<file path="config.mk">
export PLATFORM = sky130hd
export DESIGN_NAME = pkmb_ctrl
export DESIGN_NICKNAME = d
export VERILOG_FILES = /design/src/hdl/pkmb_pkg.sv /design/src/hdl/pkmb_ctrl.sv
export SDC_FILE = /design/constraint.sdc
export NUM_CORES = 1
export LEC_CHECK = 0
export BUFFER_PORTS_ARGS = -buffer_cell sky130_fd_sc_hd__buf_2
export CAP_MARGIN = 25
export CORE_AREA = 2 2 39 41
export DETAILED_ROUTE_END_ITERATION = 7
export DIE_AREA = 0 0 41 43
export HOLD_SLACK_MARGIN = 0.05
export PLACE_DENSITY = 0.48
export SLEW_MARGIN = 10
export SYNTH_ARGS = -nofsm -noshare
export SYNTH_HDL_FRONTEND = slang
export SYNTH_SLANG_ARGS = --single-unit
</file>
<file path="constraint.sdc">
create_clock -name aclk -period 1.05 [get_ports aclk]
set_input_delay 0.105 -clock aclk [delete_from_list [all_inputs] [get_ports aclk]]
set_output_delay 0.105 -clock aclk [all_outputs]
set_load 0.01 [all_outputs]
</file>
<file path="src/hdl/pkmb_pkg.sv">
// Shared constants, codes and control types for the paired key membership bitset.
// Depends on nothing; every other file of the block imports it.
package pkmb_pkg;

    localparam int NODE_BITS   = 8;
    localparam int WORD_BITS   = 8;
    localparam int SUM_BITS    = NODE_BITS + 1;
    localparam int PROD_BITS   = 2 * SUM_BITS;
    localparam int IDX_BITS    = 2 * NODE_BITS + 1;
    localparam int POS_BITS    = $clog2(WORD_BITS);
    localparam int ADDR_BITS   = IDX_BITS - POS_BITS;
    localparam int STORE_DEPTH = 2 ** ADDR_BITS;

    localparam int ACT_BITS    = 2;
    localparam int STS_BITS    = 2;
    localparam int CFG_W       = 8;
    localparam int S_FIELDS    = ACT_BITS + 2 * NODE_BITS;
    localparam int S_TDATA_W   = ((S_FIELDS + 7) / 8) * 8;
    localparam int M_FIELDS    = 1 + STS_BITS;
    localparam int M_TDATA_W   = ((M_FIELDS + 7) / 8) * 8;

    localparam logic [ACT_BITS-1:0] ACT_QUERY  = 2'd0;
    localparam logic [ACT_BITS-1:0] ACT_ADD    = 2'd1;
    localparam logic [ACT_BITS-1:0] ACT_REMOVE = 2'd2;

    localparam logic [STS_BITS-1:0] STS_OK      = 2'd0;
    localparam logic [STS_BITS-1:0] STS_RANGE   = 2'd1;
    localparam logic [STS_BITS-1:0] STS_EXISTS  = 2'd2;
    localparam logic [STS_BITS-1:0] STS_MISSING = 2'd3;

    localparam logic CFG_MAX_SOURCE = 1'b0;
    localparam logic CFG_MAX_TARGET = 1'b1;

    // Commands from the controller to the datapath.
    typedef struct packed {
        logic clr_en;
        logic load_in;
        logic calc;
        logic rd;
        logic check;
        logic load_out;
    } pkmb_cmd_t;

    // Status from the datapath to the controller.
    typedef struct packed {
        logic clr_last;
        logic out_free;
    } pkmb_sts_t;

endpackage

</file>
<file path="src/hdl/pkmb_ctrl.sv">
// Controller state machine of the paired key membership bitset.
// Depends on pkmb_pkg for the command and status types.
module pkmb_ctrl
    import pkmb_pkg::*;
(
    input  logic      aclk,
    input  logic      aresetn,
    input  logic      s_tvalid,
    output logic      s_tready,
    input  pkmb_sts_t sts,
    output pkmb_cmd_t cmd
);

    localparam logic [2:0] ST_CLEAR = 3'd0;
    localparam logic [2:0] ST_IDLE  = 3'd1;
    localparam logic [2:0] ST_CALC  = 3'd2;
    localparam logic [2:0] ST_READ  = 3'd3;
    localparam logic [2:0] ST_CHECK = 3'd4;
    localparam logic [2:0] ST_RESP  = 3'd5;

    logic [2:0] state_reg;
    logic [2:0] state_next;

    always_ff @(posedge aclk) begin
        if (!aresetn) begin
            state_reg <= ST_CLEAR;
        end else begin
            state_reg <= state_next;
        end
    end

    always_comb begin
        state_next = state_reg;
        cmd        = '0;
        s_tready   = 1'b0;
        unique case (state_reg)
            ST_CLEAR: begin
                cmd.clr_en = 1'b1;
                if (sts.clr_last) begin
                    state_next = ST_IDLE;
                end
            end
            ST_IDLE: begin
                s_tready = 1'b1;
                if (s_tvalid) begin
                    cmd.load_in = 1'b1;
                    state_next  = ST_CALC;
                end
            end
            ST_CALC: begin
                cmd.calc   = 1'b1;
                state_next = ST_READ;
            end
            ST_READ: begin
                cmd.rd     = 1'b1;
                state_next = ST_CHECK;
            end
            ST_CHECK: begin
                cmd.check  = 1'b1;
                state_next = ST_RESP;
            end
            ST_RESP: begin
                // Wait here only while an earlier result is still unclaimed.
                if (sts.out_free) begin
                    cmd.load_out = 1'b1;
                    state_next   = ST_IDLE;
                end
            end
            default: begin
                state_next = ST_CLEAR;
            end
        endcase
    end

`ifndef SYNTHESIS
    a_no_clear_again: assert property (@(posedge aclk) disable iff (!aresetn)
        state_reg != ST_CLEAR |=> state_reg != ST_CLEAR)
        else $error("clearing pass restarted outside reset");
    a_accept_to_calc: assert property (@(posedge aclk) disable iff (!aresetn)
        cmd.load_in |=> state_reg == ST_CALC)
        else $error("accepted transaction did not start the index calculation");
    a_load_when_free: assert property (@(posedge aclk) disable iff (!aresetn)
        cmd.load_out |-> sts.out_free)
        else $error("result register overwritten while still holding a result");
`endif

endmodule

</file>
==> results of run 1 <==
stage by stage:
step | setup slack [ns] | power (uW)
detailed placement | 0.0669 | 252
floorplan | 0.114 | 198
global placement | 0.0715 | 253
CTS | -0.106 | 478
finish | -0.146 | 470
global route | -0.201 | 513
cells in the mapped netlist, drive strengths merged (2+ instances only):
cell type	count
nor2b	4
and2	2
dfxtp	3
and3	2
nor3	2
final cells by class:
type | count | area share
Tap cell | 16 | 0.0506
Sequential cell | 3 | 0.168
Clock buffer | 4 | 0.0665
Timing Repair Buffer | 17 | 0.294
Multi-Input combinational cell | 19 | 0.405
Inverter | 1 | 0.0158
worst register-to-register path: stages, from the launching register on:
cell and delay (ns):
dfxtp_2 0.33, and2b_2 0.24, buf_4 0.14, a21oi_2 0.12, nor3b_2 0.05
cells by family (layout without fill, tap and decap cells):
logic type	count (synthesis)	in the layout	synth area share
simple gates	13	13	0.464
compound gates	6	6	0.229
flops	3	3	0.289
buf+inv	1	22	0.0181
worst paths after layout:
kind                   to
max              s_tready
min          state_reg[2]
max reg2reg  state_reg[1]
min reg2reg  state_reg[1]
power groups by stage:
stage          logic, uW  clock network, uW  registers, uW
3_5_place_dp         118                  0            134
2_1_floorplan       60.8                  0            138
6_report             138                199            133
4_1_cts              133                212            133
3_3_place_gp         119                  0            134
5_1_grt              151                227            135
metal layers:
layer	up-vias	routed length, um	global-route usage
met2	4	346	0.0969
met1	111	193	0.0804
met4	0	0	0.0800
met3	0	35	0.0366
li1	122	-	-
met5	-	0	0
what timing repair did:
item | 4_1_cts | 5_1_grt
endpoints found under the setup margin | 7 | 7
setup buffers | 1 | 1
pin swaps | 5 | 2
gates resized for setup | 8 | 4
==> flow_metrics.tcl, run 1 <==
set metrics [dict create \
    outcome "complete, but fails checks" \
    violations "setup timing" \
    vdd_drop_max_mv 0.322 \
    yosysWarnings 0 \
    cap_violations 0 \
    cp.depth 3 \
    syn_inst 23 \
    dieHeight_um 43 \
    cpMaxStageDelayCell "dfxtp_2" \
    required_ns 0.94 \
    post_layout_nonfiller_instances 60 \
    clk_latency_ns 0.23 \
    cp-start-kind "flip-flop" \
    synthArstFlopShare 0 \
    syn_area_per_cell_sq_um 9.03 \
    final_util 0.286 \
    layout.area.seq_sq_um 66.3 \
    synth_nets 28 \
    combinationalPowerShare 0.294 \
    largest_reg_flops 3 \
    crit_path_end_kind "primary output" \
    pwr-share-seq 0.283 \
    setup_viol 7 \
    drt_pass1_iterations 3 \
    power.switching_uw 125 \
    initial_utilization 0.150 \
    yosys_register_bits 3 \
    die_w_um 41 \
    final_area_sq_um 395 \
    setup_ws_ns -0.146 \
    placed_area_sq_um 313 \
    crit_family "simple AND/OR/NAND/NOR gates" \
    layout_commonest_cell "buf_2" \
    grt_pass1_wl_um 841 \
    drt_iter0_drc 2 \
    hold_class "in -> reg" \
    core.rowCount 14 \
    mostFrequentLayoutCells "buf_2, buf_4, nor2b_1, clkbuf_4, buf_6" \
    critical_path.startpoint "state_reg[1]" \
    cp.buffers_inverters 1 \
    hold_viol 0 \
    synth-edff-count 0 \
    ys.flop_type "dfxtp_1" \
    yosys.area.top_type "dfxtp_1" \
    min_path_cells 2 \
    drc 0 \
    nFillCells 157 \
    path_cells "and2b_2 -> and2_1 -> buf_2" \
    multi_input_area_sq_um 160 \
    clock_path_buffers 2 \
    place.gp.congestion 0.647 \
    slew_headroom 0.840 \
    power.static_leakage_uw 0.000186 \
    min_from "aresetn" \
    clkSlewWorstSetupHoldPaths_ns 0.04 \
    max_freq_ghz 0.836 \
    cts_buffers 3 \
    yosysSeqAreaShare 0.289 \
    swShare 0.266 \
    nets 50 \
    rsz0062_at_grt "yes" \
    routedWlPerCell_um 9.58 \
    clockRootBuffer "clkbuf_4" \
    final.setup.tns_ns -0.493 \
    dr_total_vias 237 \
    syn_area_sq_um 208 \
    crit_fanout 4 \
    area_delta_synth_final_pct 90.4 \
    worst_path_largest_cell_delay_ns 0.33 \
    slew_violations 0 \
    synth_cell_types 17 \
    grt_pass1_vias 219 \
    hpwl_um 413 \
    holdWs_ns 0.116 \
    r2r_cells 4 \
    finalCritPeriodShare 1.14 \
    ff2ff_setup_slack_ns 0.05 \
    place_inst 54 \
    final.min_clock_period_ns 1.20 \
    synth_area_leaders "dfxtp_1, nor2b_1, nor2b_4, and3_1, nor3b_2" \
    synth_top_area_frac 0.289 \
    cts_hold_buf 0 \
    dieArea_sq_um 1760 \
    core_sq_um 1380 \
    avgViaCountPerCell 3.95 \
    critPathArrivalTime_ns 1.09 \
    io_pins 12 \
    intPower_uw 345 \
    worst_slew_pin_slew_ns 0.239 \
    portBuffers 11 \
    numClockSinks 3 \
    drt_wl_total_um 575 \
    grt_max_degree 6 \
    powerDensity_nw_per_um2 1190 \
    antenna_found_initial 0 \
    cts_tree "yes" \
    drive_above_1_share 0.750 \
    skew_ns 0.0000711 \
    ant_nets 0 \
    grt_overflow 0 \
    power.share.clock 0.423 \
    critPathKind "reg -> out" \
    r2r-start "state_reg[1]" \
    gr-usage-all-layers 0.0753 \
    h-tree-depth 1 \
    diodes 0 \
]
Note: power is estimated with default switching activity, not from simulation.
==> run 2: changes to the inputs <==
- SETUP_SLACK_MARGIN: unset -> 0.4
==> run 2 against run 1 <==
Wire length increased by 18%. Non-clock buffer count rose by 3. The run still ends with setup timing left. First-iteration DRC count grew to 4.0 times the previous value. Sequential power about the same. Die area unchanged. Register-to-register slack lost 0.13 ns. Critical path depth unchanged. Flip-flop and latch count is the same. Final cell count rose by 5.0%.
==> flow_metrics.tcl, run 2 (synthesis results as in run 1) <==
set metrics [dict create \
    slew_violations 0 \
    crit_path_end_kind "primary output" \
    hpwl_um 392 \
    pwr-share-seq 0.245 \
    power.static_leakage_uw 0.000215 \
    max_freq_ghz 0.828 \
    power.switching_uw 148 \
    cts_buffers 3 \
    dieHeight_um 43 \
    cpMaxStageDelayCell "dfxtp_2" \
    core.rowCount 14 \
    powerDensity_nw_per_um2 1130 \
    preCtsSetupSlack_ns 0.0639 \
    crit_fanout 4 \
    grt_max_degree 6 \
    drt_wl_total_um 679 \
    gr-usage-all-layers 0.0933 \
    avgViaCountPerCell 4.08 \
    path_cells "and2b_2 -> and3_4 -> buf_6" \
    numClockSinks 3 \
    dieArea_sq_um 1760 \
    setup_ws_ns -0.157 \
    routedWlPerCell_um 10.8 \
    finalCritPeriodShare 1.15 \
    vdd_drop_max_mv 0.471 \
    largest_reg_flops 3 \
    clk_latency_ns 0.23 \
    violations "setup timing" \
    combinationalPowerShare 0.389 \
    core_sq_um 1380 \
    ant_nets 0 \
    diodes 0 \
    nets 53 \
    outcome "complete, but fails checks" \
    cap_violations 0 \
    grt_pass1_wl_um 1040 \
    antenna_found_initial 0 \
    worst_path_largest_cell_delay_ns 0.34 \
    cts_tree "yes" \
    swShare 0.273 \
    intPower_uw 395 \
    drive_above_1_share 0.894 \
    area_delta_synth_final_pct 131 \
    power.share.clock 0.366 \
    final.min_clock_period_ns 1.21 \
    clkSlewWorstSetupHoldPaths_ns 0.04 \
    mostFrequentLayoutCells "buf_6, buf_4, buf_2, clkbuf_4" \
    place.gp.congestion 0.611 \
    setup_viol 8 \
    rsz0062_at_grt "yes" \
    portBuffers 11 \
    hold_class "in -> reg" \
    slew_headroom 0.846 \
    h-tree-depth 1 \
    critPathArrivalTime_ns 1.10 \
    worst_slew_pin_slew_ns 0.229 \
    hold_viol 0 \
    grt_overflow 0 \
    initial_utilization 0.150 \
    dr_total_vias 257 \
    final.setup.tns_ns -0.777 \
    drt_iter0_drc 8 \
    skew_ns 0.00131 \
    clockRootBuffer "clkbuf_4" \
    holdWs_ns 0.106 \
    grt_pass1_vias 257 \
    critPathKind "reg -> out" \
    nFillCells 154 \
    required_ns 0.94 \
    clock_path_buffers 2 \
    drt_pass1_iterations 4 \
    drc 0 \
    io_pins 12 \
    die_w_um 41 \
    cp-start-kind "flip-flop" \
]
[run 2: cell types whose count changed in the layout (fill, tap and decap cells not counted), sizes merged]
| cell | delta |
|---|---|
| buf | +3 |
[run 2: worst max-delay path, delay by kind of cell, from the launching register on]
family | cells | cell delay, ns
and+or+nand+nor | 2 | 0.42
DFF | 1 | 0.34
buffers and inverters | 1 | 0.11
[run 2: area by class of cell]
class                      count  area [sq um]  share of cell area
clock buffer                   4          26.3              0.0547
inverter                       1          3.75             0.00781
multi-input combinational     19           200               0.417
sequential                     3          68.8               0.143
tap                           16          20.0              0.0417
timing repair buffer          20           161               0.336
[run 2: what timing repair did]
| item | in CTS | in global routing |
|---|---|---|
| pin swaps | 6 | 6 |
| hold buffers | 0 | 0 |
| buffers inserted | 6 | 1 |
| setup endpoints to repair | 10 | 10 |
| gates resized for setup | 10 | 5 |
[run 2: layer usage]
metal  part of all wire  track usage
met5                  0            0
met4                  0       0.0800
met3              0.060       0.0314
met2               0.58        0.138
met1               0.36       0.0994
[run 2: power by group through the flow]
stage | Sequential (uW) | Combinational (uW) | Clock [uW]
finish | 133 | 211 | 199
global route | 135 | 226 | 228
CTS | 133 | 176 | 211
detailed placement | 138 | 115 | 0
global placement | 138 | 114 | 0
floorplan | 138 | 68.2 | 0
[run 2: metrics by stage]
step / area [sq um] / utilization / total power (uW) / std cells
after floorplan: 231 / - / 206 / 23
after detailed placement: 322 / 0.232 / 253 / 52
after CTS: 444 / 0.321 / 520 / 62
final: 480 / 0.347 / 544 / 63
after global routing: 480 / 0.347 / 588 / 63
after global placement: 322 / 0.232 / 253 / 52
[run 2: final timing paths]
check | from | to | slack, ns | cells past startpoint
worst max register to register | state_reg[1] | state_reg[1] | -0.08 | 5
worst min-delay path | aresetn | state_reg[2] | 0.11 | 2
worst min register to register | state_reg[2] | state_reg[1] | 0.48 | 1
worst max-delay path | state_reg[1] | cmd[0] | -0.16 | 3
==> run 3: changes to the inputs <==
- CTS_BUF_LIST: unset -> sky130_fd_sc_hd__clkbuf_4 sky130_fd_sc_hd__clkbuf_8
==> run 3 against run 2 <==
The run still ends with setup timing left. Critical path depth stayed put. Critical endpoint unchanged. Wire length is 2.2% higher. Non-clock buffer count stayed put. Die area stayed put. Via count is 1.2% lower. Sequential share of layout area is 0.11 points lower. Fmax is 0.39% lower. Cell area is 0.78% higher. Largest power group is now clock. Power is 6.1% higher.
==> flow_metrics.tcl, run 3 (synthesis results as in run 1) <==
set metrics [dict create \
    outcome "complete, but fails checks" \
    violations "setup timing" \
    drc 0 \
    mostFrequentLayoutCells "buf_6, buf_4, buf_2, clkbuf_4" \
    nets 53 \
    final.min_clock_period_ns 1.21 \
    drt_wl_total_um 694 \
    holdWs_ns 0.0980 \
    cts_hold_buf 0 \
    crit_fanout 4 \
    cts_buffers 3 \
    hold_end "state_reg[2]" \
    largest_reg_flops 3 \
    power.static_leakage_uw 0.000218 \
    hold_class "in -> reg" \
    placed_area_sq_um 322 \
    max_freq_ghz 0.825 \
    dieHeight_um 43 \
    clkSlewWorstSetupHoldPaths_ns 0.04 \
    cp-start-kind "flip-flop" \
    min_from "aresetn" \
    ff2ff_setup_slack_ns -0.08 \
    final_util 0.350 \
    die_w_um 41 \
    r2r-start "state_reg[1]" \
    hold_viol 0 \
    vdd_drop_max_mv 0.485 \
    gr-usage-all-layers 0.0973 \
    r2r_end "state_reg[1]" \
    drt_iter0_drc 5 \
    cap_violations 0 \
    portBuffers 11 \
    cpMaxStageDelayCell "dfxtp_2" \
    r2r_cells 5 \
    clockRootBuffer "clkbuf_4" \
    finalPower_uw 577 \
    critPathKind "reg -> out" \
    powerDensity_nw_per_um2 1190 \
    area_delta_synth_final_pct 133 \
    routedWlPerCell_um 11.0 \
    finalCritPeriodShare 1.15 \
    dieArea_sq_um 1760 \
    worst_path_largest_cell_delay_ns 0.35 \
    initial_utilization 0.150 \
    skew_ns 0.00222 \
    io_pins 12 \
    core_sq_um 1380 \
    antenna_found_initial 0 \
    slew_violations 0 \
    final_area_sq_um 484 \
    clk_latency_ns 0.24 \
    crit_path_end_kind "primary output" \
    grt_pass1_wl_um 1060 \
    core.rowCount 14 \
    nFillCells 152 \
    rsz0062_at_grt "yes" \
    setup_ws_ns -0.162 \
    h-tree-depth 1 \
    clock_path_buffers 2 \
    crit_family "simple AND/OR/NAND/NOR gates" \
    worst_slew_pin_slew_ns 0.231 \
    grt_max_degree 6 \
    ant_nets 0 \
    numClockSinks 3 \
    dr_total_vias 254 \
    grt_pass1_vias 257 \
    avgViaCountPerCell 4.03 \
    min_path_cells 2 \
    drive_above_1_share 0.915 \
    grt_overflow 0 \
    cts_tree "yes" \
    setup_viol 8 \
    cp.buffers_inverters 1 \
    diodes 0 \
    path_cells "and2b_2 -> and3_4 -> buf_6" \
    slew_headroom 0.845 \
    final.setup.tns_ns -0.809 \
    place.gp.congestion 0.611 \
    required_ns 0.94 \
    hpwl_um 392 \
    drt_pass1_iterations 2 \
    critPathArrivalTime_ns 1.11 \
]
## run 3: cell count changes in the layout (fill, tap and decap cells not counted)
cell	change
clkbuf_1	-1
clkbuf_4	+1
## run 3: routing by layer
metal	wire length (um)	up-vias	GRT usage
li1	-	129	-
met1	246	113	0.0994
met2	393	10	0.141
met3	38	2	0.0314
met4	14	0	0.100
met5	0	-	0
## run 3: cell type report
cell class,instances,area [sq um],area share
Clock buffer,4,30.0,0.0620
Timing Repair Buffer,20,161,0.333
Tap cell,16,20.0,0.0413
Multi-Input combinational cell,19,200,0.413
Sequential cell,3,68.8,0.142
Inverter,1,3.75,0.00775
## run 3: worst register-to-register path, stage by stage (launching register included)
cell and delay [ns]:
dfxtp_2 0.35, and2b_2 0.25, buf_4 0.14, buf_6 0.11, a21oi_4 0.14, nor3b_2 0.05
## run 3: worst max path at each step
stage / start / depth (start not counted) / slack, ns / endpoint
detailed placement: state_reg[1] / 3 / 0.06 / cmd[0]
floorplan: state_reg[1] / 2 / 0.17 / cmd[0]
global placement: state_reg[1] / 3 / 0.07 / cmd[0]
CTS: state_reg[1] / 3 / -0.17 / cmd[0]
global route: state_reg[1] / 3 / -0.21 / cmd[0]
finish: state_reg[1] / 3 / -0.16 / cmd[0]
## run 3: repair_timing
action | 4_1_cts | 5_1_grt
resized for setup | 10 | 5
setup buffers | 6 | 1
cloned | 0 | 0
setup endpoints to repair | 10 | 10
pin swaps | 6 | 6
## run 3: per-stage QoR
stage	worst slack (ns)	instances
after floorplan	0.175	23
after global placement	0.0662	52
after detailed placement	0.0639	52
after CTS	-0.168	62
after global routing	-0.210	63
final	-0.162	63
## run 3: power breakdown
group | total [uW] | leakage [uW] | switching (uW) | internal [uW]
combinational | 210 | 0.000174 | 80.6 | 130
sequential | 133 | 0.0000264 | 10.4 | 123
clock | 233 | 0.0000184 | 64.7 | 168
